$ cat config.mk
export PLATFORM = sky130hd
export DESIGN_NAME = dct_coef_requantizer_top
export DESIGN_NICKNAME = d
export VERILOG_FILES = /design/src/rtl/dcr_pkg.sv /design/src/rtl/dcr_mac.sv /design/src/rtl/dct_coef_requantizer_top.sv
export SDC_FILE = /design/constraint.sdc
export NUM_CORES = 2
export LEC_CHECK = 0
export ABC_CLOCK_PERIOD_IN_PS = 17700
export BUFFER_PORTS_ARGS = -buffer_cell sky130_fd_sc_hd__buf_2
export CAP_MARGIN = 0
export CORE_ASPECT_RATIO = 0.6
export CORE_MARGIN = 10
export CORE_UTILIZATION = 30
export DETAILED_ROUTE_END_ITERATION = 10
export PLACE_DENSITY = 0.52
export SYNTH_ARGS = -nofsm -noshare
export SYNTH_HDL_FRONTEND = slang
export SYNTH_SLANG_ARGS = --single-unit
$ cat constraint.sdc
create_clock -name i_clk -period 17.7 [get_ports i_clk]
set_input_delay 0.885 -clock i_clk [delete_from_list [all_inputs] [get_ports i_clk]]
set_output_delay 0.885 -clock i_clk [all_outputs]
set_load 0.03 [all_outputs]
$ cat src/rtl/dcr_pkg.sv
// ----------------------------------------------------------------------------
// dcr_pkg
// Shared widths, register indexes, state and control types and the
// toward-zero shift helper for the coefficient requantizer.
// ----------------------------------------------------------------------------
package dcr_pkg;

    // field widths
    localparam int COEF_WIDTH     = 16;
    localparam int ACC_WIDTH      = 40;
    localparam int ERR_WIDTH      = 16;
    localparam int QS_WIDTH       = 16;
    localparam int INV_WIDTH      = 24;
    localparam int OFS_WIDTH      = 9;
    localparam int WGT_WIDTH      = 9;
    localparam int BND_WIDTH      = 17;
    localparam int CFG_DATA_WIDTH = 24;
    localparam int CFG_IDX_WIDTH  = 3;

    // datapath widths of the shared multiply-add unit
    localparam int MA_WIDTH   = COEF_WIDTH + 17;
    localparam int MB_WIDTH   = INV_WIDTH + 1;
    localparam int PROD_WIDTH = MA_WIDTH + MB_WIDTH;
    localparam int SUM_WIDTH  = PROD_WIDTH + 1;
    localparam int CMP_WIDTH  = ((COEF_WIDTH > BND_WIDTH) ? COEF_WIDTH : BND_WIDTH) + 1;
    localparam int SOFS_WIDTH = OFS_WIDTH + 2;

    // register indexes
    localparam logic [CFG_IDX_WIDTH-1:0] CFG_QUANT_STEP   = 3'd0;
    localparam logic [CFG_IDX_WIDTH-1:0] CFG_INV_STEP     = 3'd1;
    localparam logic [CFG_IDX_WIDTH-1:0] CFG_ROUND_OFFSET = 3'd2;
    localparam logic [CFG_IDX_WIDTH-1:0] CFG_BLEND_WEIGHT = 3'd3;
    localparam logic [CFG_IDX_WIDTH-1:0] CFG_LOWER_BOUND  = 3'd4;
    localparam logic [CFG_IDX_WIDTH-1:0] CFG_UPPER_BOUND  = 3'd5;

    // register reset values
    localparam logic [QS_WIDTH-1:0]         QUANT_STEP_RST   = 16'd256;
    localparam logic [INV_WIDTH-1:0]        INV_STEP_RST     = 24'd65536;
    localparam logic [OFS_WIDTH-1:0]        ROUND_OFFSET_RST = 9'd128;
    localparam logic [WGT_WIDTH-1:0]        BLEND_WEIGHT_RST = 9'd256;
    localparam logic signed [BND_WIDTH-1:0] LOWER_BOUND_RST  = -17'sd65535;
    localparam logic signed [BND_WIDTH-1:0] UPPER_BOUND_RST  = 17'sd65535;

    // unity weight in Q1.8
    localparam logic [WGT_WIDTH-1:0] WEIGHT_ONE = 9'd256;

    // fraction bits dropped after each multiply
    localparam logic [4:0] SHIFT_RECIP = 5'd16;
    localparam logic [4:0] SHIFT_Q8    = 5'd8;

    typedef logic signed [SUM_WIDTH-1:0] t_sum;

    typedef enum logic [2:0] {
        ST_IDLE,
        ST_TEST,
        ST_MUL1,
        ST_MUL2,
        ST_MUL3,
        ST_MUL4,
        ST_DONE
    } t_state;

    typedef struct packed {
        logic ld_acc;
        logic ld_err;
        logic ld_sum;
        logic test;
        logic ld_out;
    } t_ctrl;

    // arithmetic shift right that truncates toward zero
    function automatic t_sum tz_shr(input t_sum x, input logic [4:0] sh);
        t_sum bias;
        bias = x[SUM_WIDTH-1] ? ((t_sum'(1) <<< sh) - t_sum'(1)) : t_sum'(0);
        return (x + bias) >>> sh;
    endfunction

endpackage

$ cat src/rtl/dcr_mac.sv
// ----------------------------------------------------------------------------
// dcr_mac
// Shared signed multiply-add unit: product of two operands plus an addend.
// ----------------------------------------------------------------------------
module dcr_mac (
    input  logic signed [dcr_pkg::MA_WIDTH-1:0] i_a,
    input  logic signed [dcr_pkg::MB_WIDTH-1:0] i_b,
    input  dcr_pkg::t_sum                       i_addend,
    output dcr_pkg::t_sum                       o_sum
);
    import dcr_pkg::*;

    logic signed [PROD_WIDTH-1:0] prod;

    assign prod  = i_a * i_b;
    assign o_sum = SUM_WIDTH'(prod) + i_addend;

endmodule

$ cat src/rtl/dct_coef_requantizer_top.sv
// ----------------------------------------------------------------------------
// dct_coef_requantizer_top
// Requantizes one signed DCT coefficient per transfer, with blending and a
// saturating running error sum.
// ----------------------------------------------------------------------------
// One coefficient is in work at a time. After the input transfer the block
// tests the coefficient against the bounds and against the previous output
// (threshold half the quantizer step); a coefficient that fails goes straight
// out unchanged and the next input transfer waits until it has left. A
// coefficient that passes makes four passes through one shared multiply-add
// unit (times reciprocal, times step, times weight, times one minus weight),
// and the next input transfer waits until it is finished. The result sits
// in an output register; the block finishes the next item while it waits but
// holds that item until the register is taken. Configuration is a plain
// write port, index 0..5 in the order step, reciprocal, offset, weight,
// lower bound, upper bound; other indexes are ignored. pass_start clears the
// error sum ahead of its coefficient but keeps the previous coefficient.
// ----------------------------------------------------------------------------
module dct_coef_requantizer_top (
    input  logic                                    i_clk,
    input  logic                                    i_rst_n,
    // configuration writes
    input  logic                                    i_cfg_we,
    input  logic [dcr_pkg::CFG_IDX_WIDTH-1:0]       i_cfg_index,
    input  logic [dcr_pkg::CFG_DATA_WIDTH-1:0]      i_cfg_data,
    // coefficient input
    input  logic                                    i_in_valid,
    output logic                                    o_in_stall,
    input  logic signed [dcr_pkg::COEF_WIDTH-1:0]   i_coef_in,
    input  logic                                    i_pass_start,
    // result output
    output logic                                    o_out_valid,
    input  logic                                    i_out_stall,
    output logic signed [dcr_pkg::COEF_WIDTH-1:0]   o_coef_out,
    output logic [dcr_pkg::ERR_WIDTH-1:0]           o_coef_error,
    output logic                                    o_was_changed,
    output logic [dcr_pkg::ACC_WIDTH-1:0]           o_error_sum
);
    import dcr_pkg::*;

    // configuration registers
    logic [QS_WIDTH-1:0]         r_quant_step;
    logic [INV_WIDTH-1:0]        r_inv_step;
    logic [OFS_WIDTH-1:0]        r_round_offset;
    logic [WGT_WIDTH-1:0]        r_blend_weight;
    logic signed [BND_WIDTH-1:0] r_lower_bound;
    logic signed [BND_WIDTH-1:0] r_upper_bound;

    // sequencer and working registers
    t_state                       r_state, n_state;
    t_ctrl                        ctrl;
    logic signed [COEF_WIDTH-1:0] r_coef;
    logic                         r_pass;
    logic                         r_changed;
    t_sum                         r_acc;
    logic [ERR_WIDTH-1:0]         r_err;
    logic [ACC_WIDTH-1:0]         r_err_sum;
    logic signed [COEF_WIDTH-1:0] r_prev;

    // output register
    logic                         r_out_valid;
    logic signed [COEF_WIDTH-1:0] r_coef_out;
    logic [ERR_WIDTH-1:0]         r_coef_error;
    logic                         r_was_changed;
    logic [ACC_WIDTH-1:0]         r_error_sum;

    // shared unit operands
    logic signed [MA_WIDTH-1:0]   mul_a;
    logic signed [MB_WIDTH-1:0]   mul_b;
    t_sum                         mul_add;
    t_sum                         mac_sum;

    // combinational helpers
    logic                         in_xfer;
    logic                         out_free;
    logic signed [SOFS_WIDTH-1:0] sofs;
    logic [WGT_WIDTH-1:0]         w_eff;
    logic [WGT_WIDTH-1:0]         w_inv;
    logic signed [MA_WIDTH-1:0]   t1;
    logic signed [MA_WIDTH-1:0]   t2;
    t_sum                         r_full;
    t_sum                         sat_hi;
    t_sum                         sat_lo;
    logic signed [COEF_WIDTH-1:0] res_sat;
    logic signed [COEF_WIDTH-1:0] res;
    logic signed [COEF_WIDTH:0]   cdiff;
    logic [COEF_WIDTH:0]          cabs;
    logic                         over_thr;
    logic signed [CMP_WIDTH-1:0]  c_x, lo_x, hi_x;
    logic                         in_range;
    logic                         changed;
    logic signed [MA_WIDTH:0]     ediff;
    logic [MA_WIDTH:0]            eabs;
    logic [ERR_WIDTH-1:0]         err_sat;
    logic [ACC_WIDTH:0]           sum_ext;
    logic [ACC_WIDTH-1:0]         sum_next;

    assign in_xfer  = i_in_valid && !o_in_stall;
    assign out_free = !r_out_valid || !i_out_stall;

    // configuration writes, indexes beyond the list are dropped
    always_ff @(posedge i_clk) begin
        if (!i_rst_n) begin
            r_quant_step   <= QUANT_STEP_RST;
            r_inv_step     <= INV_STEP_RST;
            r_round_offset <= ROUND_OFFSET_RST;
            r_blend_weight <= BLEND_WEIGHT_RST;
            r_lower_bound  <= LOWER_BOUND_RST;
            r_upper_bound  <= UPPER_BOUND_RST;
        end else if (i_cfg_we) begin
            unique case (i_cfg_index)
                CFG_QUANT_STEP:   r_quant_step   <= i_cfg_data[QS_WIDTH-1:0];
                CFG_INV_STEP:     r_inv_step     <= i_cfg_data[INV_WIDTH-1:0];
                CFG_ROUND_OFFSET: r_round_offset <= i_cfg_data[OFS_WIDTH-1:0];
                CFG_BLEND_WEIGHT: r_blend_weight <= i_cfg_data[WGT_WIDTH-1:0];
                CFG_LOWER_BOUND:  r_lower_bound  <= i_cfg_data[BND_WIDTH-1:0];
                CFG_UPPER_BOUND:  r_upper_bound  <= i_cfg_data[BND_WIDTH-1:0];
                default: begin
                end
            endcase
        end
    end

    // offset signed like the original, weight capped at one
    always_comb begin
        sofs  = r_coef[COEF_WIDTH-1] ? -$signed({2'b00, r_round_offset})
                                     : $signed({2'b00, r_round_offset});
        w_eff = (r_blend_weight > WEIGHT_ONE) ? WEIGHT_ONE : r_blend_weight;
        w_inv = WEIGHT_ONE - w_eff;
    end

    // threshold and bounds test against the previous output
    always_comb begin
        cdiff    = $signed({r_coef[COEF_WIDTH-1], r_coef})
                   - $signed({r_prev[COEF_WIDTH-1], r_prev});
        cabs     = cdiff[COEF_WIDTH] ? (COEF_WIDTH + 1)'(0) - cdiff : cdiff;
        over_thr = {cabs, 9'b0} > (COEF_WIDTH + 10)'(r_quant_step);
        c_x      = CMP_WIDTH'(r_coef);
        lo_x     = CMP_WIDTH'(r_lower_bound);
        hi_x     = CMP_WIDTH'(r_upper_bound);
        in_range = (c_x >= lo_x) && (c_x <= hi_x);
        changed  = over_thr && in_range;
    end

    // intermediate values taken back out of the accumulator
    always_comb begin
        t1     = MA_WIDTH'(tz_shr(r_acc, SHIFT_RECIP));
        t2     = MA_WIDTH'(tz_shr(r_acc, SHIFT_Q8));
        r_full = tz_shr(r_acc, SHIFT_Q8);
    end

    // absolute error of the requantized value, capped at 16 bits
    always_comb begin
        ediff   = $signed({t2[MA_WIDTH-1], t2}) - (MA_WIDTH + 1)'(r_coef);
        eabs    = ediff[MA_WIDTH] ? (MA_WIDTH + 1)'(0) - ediff : ediff;
        err_sat = (|eabs[MA_WIDTH:ERR_WIDTH]) ? {ERR_WIDTH{1'b1}} : eabs[ERR_WIDTH-1:0];
    end

    // error sum sticks at all ones
    always_comb begin
        sum_ext  = {1'b0, r_err_sum} + (ACC_WIDTH + 1)'(r_err);
        sum_next = sum_ext[ACC_WIDTH] ? {ACC_WIDTH{1'b1}} : sum_ext[ACC_WIDTH-1:0];
    end

    // final blend result, saturated to the coefficient range
    always_comb begin
        sat_hi = SUM_WIDTH'({(COEF_WIDTH-1){1'b1}});
        sat_lo = ~sat_hi;
        if (r_full > sat_hi) begin
            res_sat = COEF_WIDTH'(sat_hi);
        end else if (r_full < sat_lo) begin
            res_sat = COEF_WIDTH'(sat_lo);
        end else begin
            res_sat = COEF_WIDTH'(r_full);
        end
        res = r_changed ? res_sat : r_coef;
    end

    // next state
    always_comb begin
        n_state = r_state;
        unique case (r_state)
            ST_IDLE: if (in_xfer) n_state = ST_TEST;
            ST_TEST: n_state = changed ? ST_MUL1 : ST_DONE;
            ST_MUL1: n_state = ST_MUL2;
            ST_MUL2: n_state = ST_MUL3;
            ST_MUL3: n_state = ST_MUL4;
            ST_MUL4: n_state = ST_DONE;
            ST_DONE: if (out_free) n_state = ST_IDLE;
            default: n_state = ST_IDLE;
        endcase
    end

    // sequencer outputs: operand selection and load strobes
    always_comb begin
        ctrl       = '0;
        mul_a      = '0;
        mul_b      = '0;
        mul_add    = '0;
        o_in_stall = 1'b1;
        unique case (r_state)
            // no transfer while reset is held
            ST_IDLE: o_in_stall = !i_rst_n;
            ST_TEST: ctrl.test = 1'b1;
            // c * inv_step + s*d*256
            ST_MUL1: begin
                ctrl.ld_acc = 1'b1;
                mul_a       = MA_WIDTH'(r_coef);
                mul_b       = $signed(MB_WIDTH'(r_inv_step));
                mul_add     = SUM_WIDTH'(sofs) <<< 8;
            end
            // t1 * quant_step + s*d
            ST_MUL2: begin
                ctrl.ld_acc = 1'b1;
                mul_a       = t1;
                mul_b       = $signed(MB_WIDTH'(r_quant_step));
                mul_add     = SUM_WIDTH'(sofs);
            end
            // t2 * w, error taken from t2 in the same cycle
            ST_MUL3: begin
                ctrl.ld_acc = 1'b1;
                ctrl.ld_err = 1'b1;
                mul_a       = t2;
                mul_b       = $signed(MB_WIDTH'(w_eff));
            end
            // + c * (1 - w) + s*d
            ST_MUL4: begin
                ctrl.ld_acc = 1'b1;
                ctrl.ld_sum = 1'b1;
                mul_a       = MA_WIDTH'(r_coef);
                mul_b       = $signed(MB_WIDTH'(w_inv));
                mul_add     = r_acc + SUM_WIDTH'(sofs);
            end
            ST_DONE: ctrl.ld_out = out_free;
            default: begin
            end
        endcase
    end

    dcr_mac u_mac (
        .i_a      (mul_a),
        .i_b      (mul_b),
        .i_addend (mul_add),
        .o_sum    (mac_sum)
    );

    // control state
    always_ff @(posedge i_clk) begin
        if (!i_rst_n) begin
            r_state     <= ST_IDLE;
            r_out_valid <= 1'b0;
            r_prev      <= '0;
            r_err_sum   <= '0;
        end else begin
            r_state <= n_state;
            if (ctrl.ld_out) begin
                r_out_valid <= 1'b1;
            end else if (!i_out_stall) begin
                r_out_valid <= 1'b0;
            end
            if (ctrl.ld_out) begin
                r_prev <= res;
            end
            if (ctrl.test && r_pass) begin
                r_err_sum <= '0;
            end else if (ctrl.ld_sum) begin
                r_err_sum <= sum_next;
            end
        end
    end

    // payload registers
    always_ff @(posedge i_clk) begin
        if (in_xfer) begin
            r_coef <= i_coef_in;
            r_pass <= i_pass_start;
        end
        if (ctrl.test) begin
            r_changed <= changed;
        end
        if (ctrl.test || ctrl.ld_err) begin
            r_err <= ctrl.ld_err ? err_sat : '0;
        end
        if (ctrl.ld_acc) begin
            r_acc <= mac_sum;
        end
        if (ctrl.ld_out) begin
            r_coef_out    <= res;
            r_coef_error  <= r_err;
            r_was_changed <= r_changed;
            r_error_sum   <= r_err_sum;
        end
    end

    assign o_out_valid   = r_out_valid;
    assign o_coef_out    = r_coef_out;
    assign o_coef_error  = r_coef_error;
    assign o_was_changed = r_was_changed;
    assign o_error_sum   = r_error_sum;

endmodule

# Word-level counts from Yosys, hierarchy flattened
# Index checks and enable logic that the tools add are counted.
totals:
  inputBits: 49
  ff_bits: 318
classes:
  n_eq_ne: 14
  n_mul: 1
  n_addsub: 11
  bitwise: 1
  n_lt_le_gt_ge: 6
  n_mux: 26
  n_reduce_logical: 23
ops:
  columns: ["operator", "n"]
  rows:
  - ["59-bit case mux with 3 select lines", 1]
  - ["33-bit case mux with 3 select lines", 1]
  - ["24-bit case mux with 4 select lines", 1]
  - ["16-bit two-way mux", 5]
  - ["58-bit by 59-bit adder with 59-bit output", 1]
  - ["59-bit by 11-bit adder with 59-bit output", 1]
  - ["59-bit by 9-bit adder with 59-bit output", 1]
  - ["33-bit by 25-bit multiplier with 58-bit output", 1]
  - ["51-bit by 16-bit > comparator with 1-bit output, second input constant", 1]
  - ["51-bit by 16-bit < comparator with 1-bit output, second input constant", 1]
  - ["49-bit by 17-bit adder with 49-bit output", 1]
  - ["40-bit by 16-bit adder with 41-bit output", 1]
  - ["40-bit two-way mux", 1]
  - ["34-bit two-way mux", 1]
  - ["1-bit by 34-bit subtractor with 34-bit output, first input constant", 1]
  - ["33-bit by 16-bit subtractor with 34-bit output", 1]
  - ["26-bit by 16-bit > comparator with 1-bit output", 1]
  - ["3-bit case mux with 7 select lines", 1]
  - ["18-bit OR reduction", 1]
  - ["16-bit by 17-bit >= comparator with 1-bit output", 1]
  - ["16-bit by 17-bit less-or-equal comparator with 1-bit output", 1]
  - ["17-bit two-way mux", 1]
  - ["1-bit by 17-bit subtractor with 17-bit output, first input constant", 1]
  - ["16-bit by 16-bit subtractor with 17-bit output", 1]
  - ["21 further kinds", 54]

# Logic depth before layout (Yosys ltp)
logic_depth:
  depth_word: 7
  depth_mapped: 44
  ltp_nobuf: 43

# Hierarchy
# From an unflattened synthesis, not the netlist that was laid out.
hier_totals:
  hier_cells: 6390
  hier_area_um2: 55743.5
by_module_without_submodules:
  columns: ["mod", "cells_per_inst", "instances", "area_per_inst_um2"]
  rows:
  - ["dcr_mac", 3480, 1, 31570.3]
  - ["dct_coef_requantizer_top", 2910, 1, 24173.2]

# Worst setup path after synthesis
# OpenSTA, ideal clock, no wires.
synth_path:
  path_kind: "flip-flop to flip-flop"
  startpoint: "register r_acc[58]"
  endpoint: "register r_acc[55], data pin"
  path_stages_with_launch: 42
  synth_period_minus_slack_ns: 10.873
  setup_time_ns: 0.270
  n_path_buf: 2
  t_arrival_ns: 10.604
  slack_ns: 6.827
  required_time_ns: 17.430
  path_cell_list: "edfxtp_1 > ha_1 > a21o_1 > a221oi_1 > o21ai_1 > a21o_1 > a21o_1 > a21o_1 > a21o_1 > a21o_1 > a211oi_1 > clkbuf_1 > buf_2 > nor2_1 > xnor2_1 > o21ai_1 > nand2_1 > fa_1 > (+6 left out) > fa_1 > fa_1 > inv_1 > fa_1 > inv_1 > ha_1 > and4_1 > and3_1 > nand3_1 > a211oi_1 > nor4_1 > o31ai_1 > a221oi_1 > o311ai_0 > o211ai_1 > or4b_1 > a311oi_1 > xor2_1"
synth_between:
  elab_chain_len: 5
synth_lines:
  columns: ["element", "line_no", "source"]
  rows:
  - ["start: declaration", "dct_coef_requantizer_top.sv:55", "t_sum r_acc;"]
  - ["start signal: assignment", "dct_coef_requantizer_top.sv:285", "r_acc <= mac_sum;"]
  - ["8-bit two-way mux / 16-bit two-way mux (equally long branches)", "dcr_pkg.sv:74", "bias = x[SUM_WIDTH-1] ? ((t_sum'(1) <<< sh) - t_sum'(1)) : t_sum'(0);"]
  - ["59-bit by 9-bit adder with 59-bit output / 49-bit by 17-bit adder with 49-bit output (equally long branches)", null, null]
  - ["33-bit case mux with 3 select lines (*)", "dct_coef_requantizer_top.sv:201", "unique case (r_state)"]
  - ["33-bit by 25-bit multiplier with 58-bit output (*)", "dcr_mac.sv:15", "assign prod = i_a * i_b;"]
  - ["58-bit by 59-bit adder with 59-bit output (*)", "dcr_mac.sv:16", "assign o_sum = SUM_WIDTH'(prod) + i_addend;"]
  - ["via mac_sum[55]", "dct_coef_requantizer_top.sv:71", "t_sum mac_sum;"]
# The timed path passes the listed nets; every way through them passes the cells marked *.
# A chain may end at the register's enable or synchronous reset.

# Worst setup path in the final report
# Same ends and word-level chain as after synthesis.

==> impl_results.md <==
- Commonest cells post-synth: inv_1 (1216), fa_1 (893), nand2_1 (681)
- Syn_nets: 7498
- EDFF count, synth: 166
- Highest Clock Rate: 75.73 MHz
- Wire length per cell: 23.21 µm
- Clk_skew: 0.04207 ns
- Setup TNS: 0 ns
- CTS root buffer: clkbuf_16
- DR pass1 iterations: 6
- Die width: 565.7 µm
- Hold Buf Count CTS: 0
- Failing checks: capacitance limit
- Critical register-to-register path endpoint: r_acc[55]$_DFFE_PP_
- Pre-CTS setup slack: 4.754 ns
- Hold Path Sink: r_inv_step[11]$_SDFFE_PN0P_
- Largest net degree at the start of global routing: 79
- Startpoint Class: register
- Seq/Total Area, Yosys: 0.1497
- Worst hold slack: 0.4530 ns
- Worst reg2reg startpoint: r_acc[58]$_DFFE_PP_
- Standard cell core area: 178100 µm²
- Most common cell in the netlist: inv_1
- R2r setup slk: 4.49 ns
- Clock tree buffer depth: 3
- CP arrival: 13.54 ns
- Vias/cell: 5.146
- Initial Util: 0.3011
- Cell taking the most area after synthesis: fa_1
- Total GRT Usage: 0.2006
- Post-CTS Setup Inserts: 0
- GP Congestion: 0.9698
- Rows: 120
- Max-slew violations: 0
- Yosys warnings: 0
- Dpl hpwl: 165700 µm
- Synth Register Bits: 318
- Sink Count: 318
- Max-slew headroom: 0.01052
- Antenna viol nets, final: 0
- Most Frequent Cell on Critical Path: fa_1
- Die H: 347.4 µm
- Area Overhead vs Synth: 9.135%
- Period minus WS final: 13.21 ns
- Distinct cells, synth: 113
- Layout Utilization: 0.3286
- Slowest-stage cell, CP: edfxtp_1
- Main synth FF type: edfxtp_1
- Final setup violation count: 0
- Congestion Overflow GR: 0
- Boundary Pins: 124
- Area contributors post-synth: fa_1 (33%), edfxtp_1 (9.3%), inv_1 (8.5%)
- Period utilisation layout: 0.7461
- Layout cells sized above 1: 0.06522
- Pleak: 0.02675 µW
- H-Tree Depth: 2
- HP Class: register to register
- Slowest Stage Delay on Critical Path: 0.85 ns
- Post-route non-filler standard cell count: 8635
- Peak VDD IR: 0.06679 mV
- Initial antenna violation count: 7
- DR iter-0 viols: 5446
- DRC viols: 0
- TritonCTS clock tree: built
- Path type of the worst setup path: register to register
- P per Cell Area: 53.67 nW/µm²
- CTS Buf Count: 38
- Avg Synthesized Cell Area: 8.635 µm²
- Via count: 44440
- Worst-path clk slew: 0.06 ns
- I/O Buffers: 123
- Nets: 7516
- Max Cap Viol: 1
- Number of gates resized after CTS: 0
- # fillers: 18660
- RSZ-0062 raised after global routing: false
- Area of the die: 196600 µm²
- Clk Latency, worst-skew pair: 0.63 ns
- Mapped Cells: 6208
- Detailed Route WL: 200400 µm
- Worst R2R Path Depth: 38
- Synth async-reset ratio: 0
- Worst Hold Depth: 2
- # diodes: 0
- Crit path max fanout: 18
- CP endpoint kind: register
- Top-area cell type share of the netlist area: 0.3335
- Placed Cells: 8565
- Global-route wire length before repair: 298100 µm
- Post-Syn Area: 53610 µm²
- Status: finished, violations left
- Vias in the first global route: 43870
- Final worst slack: 4.495 ns
- Worst-margin pin slew: 1.469 ns
- Final hold viol count: 0
- Data required time of the critical path: 18.04 ns
- Worst hold start: r_inv_step[11]$_SDFFE_PN0P_
-- cells in the final DEF, fill, tap and decap left out, types with 14 or more instances in the layout --
cell type | netlist | routed
a21oi_1 | 341 | 339
ha_1 | 348 | 348
o21bai_1 | 31 | 31
a31oi_1 | 39 | 38
xnor2_1 | 174 | 174
nand3_1 | 121 | 121
or2_2 | 15 | 15
xor2_1 | 102 | 102
nor3_1 | 68 | 67
inv_1 | 1216 | 1214
o21a_1 | 68 | 67
buf_4 | 4 | 111
and2_1 | 35 | 35
o21ai_1 | 30 | 30
o211ai_1 | 33 | 33
nor2b_1 | 49 | 46
nor4_1 | 22 | 22
a22o_1 | 25 | 25
dfxtp_1 | 152 | 151
o21ai_0 | 191 | 188
edfxtp_1 | 166 | 166
and3_1 | 52 | 52
a211oi_1 | 28 | 27
a22oi_1 | 17 | 17
fa_1 | 893 | 893
buf_2 | 16 | 123
mux2i_1 | 15 | 14
a21o_1 | 95 | 95
nand2b_1 | 56 | 56
nand2_1 | 681 | 677
or3_1 | 21 | 21
o31ai_1 | 19 | 19
nor2_1 | 569 | 563
clkbuf_16 | 0 | 40
nand4_1 | 44 | 44
-- worst max path at each step --
stage                   startpoint  slack, ns                   to  cells after the start
2_1_floorplan  r_acc[58]$_DFFE_PP_       6.83  r_acc[55]$_DFFE_PP_                     41
3_3_place_gp   r_acc[58]$_DFFE_PP_       4.78  r_acc[55]$_DFFE_PP_                     38
3_5_place_dp   r_acc[58]$_DFFE_PP_       4.75  r_acc[55]$_DFFE_PP_                     38
4_1_cts        r_acc[58]$_DFFE_PP_       4.72  r_acc[55]$_DFFE_PP_                     38
5_1_grt        r_acc[58]$_DFFE_PP_       3.94  r_acc[55]$_DFFE_PP_                     38
6_report       r_acc[58]$_DFFE_PP_       4.49  r_acc[55]$_DFFE_PP_                     38
-- power breakdown --
| part | total (µW) | switching, µW | internal [µW] |
|---|---|---|---|
| sequential | 907 | 77.0 | 830 |
| combinational | 1380 | 930 | 452 |
| clock | 851 | 379 | 473 |
| total | 3140 | 1390 | 1750 |
-- final cells by class --
cell class,count,area (µm²),share of cell area
repair buffers,234,1449,0.02476
multi-input cells,4418,40160,0.6864
clock buffers,44,1026,0.01754
clock inverters,26,305.3,0.005218
inverters,1216,4564,0.07802
flip-flops and latches,318,8029,0.1372
well taps,2379,2977,0.05088
-- flip-flops by register name (all words and copies together) (netlist names), 9 cells and up --
name	flops
r_acc	59
o_error_sum	40
r_coef	16
r_lower_bound	17
r_prev	16
r_inv_step	24
o_coef_out	16
r_err_sum	40
r_quant_step	16
r_err	16
o_coef_error	16
r_blend_weight	9
r_round_offset	9
r_upper_bound	17
-- per-stage QoR --
step	instance area [µm²]	total power, µW
after floorplan	53610	1784
after global placement	57170	2250
after detailed placement	57170	2256
after CTS	58510	3122
after global routing	58510	3300
final	58510	3140
-- cell families (layout without fill, tap and decap cells) --
group                    after synthesis  after routing  synth area share
XOR/XNOR                             278            278           0.04570
AO/OA/AOI/OAI                       1067           1067            0.1278
AND/OR/NAND/NOR                     1807           1807            0.1530
flip-flops                           318            318            0.1497
adder cells (fa/ha/maj)             1241           1241            0.4147
multiplexers                          25             25          0.004901
buffers and inverters               1472           1520            0.1042
-- critical path, delay by kind of cell, from the launching register on --
kind / cells / cell delay (ns)
AO/OA/AOI/OAI: 16 / 4.88
flip-flops: 1 / 0.85
buffers and inverters: 4 / 0.22
XOR/XNOR: 2 / 0.90
AND/OR/NAND/NOR: 7 / 1.65
adder cells (fa/ha/maj): 9 / 4.44
-- metal layers --
layer	track usage	up-vias	share of wire
li1	-	19840	-
met1	0.3151	22260	0.48
met2	0.2514	2167	0.36
met3	0.08472	163	0.14
met4	0.02914	2	0.016
met5	0	-	0.000095
(Power assumes the default switching activity.)
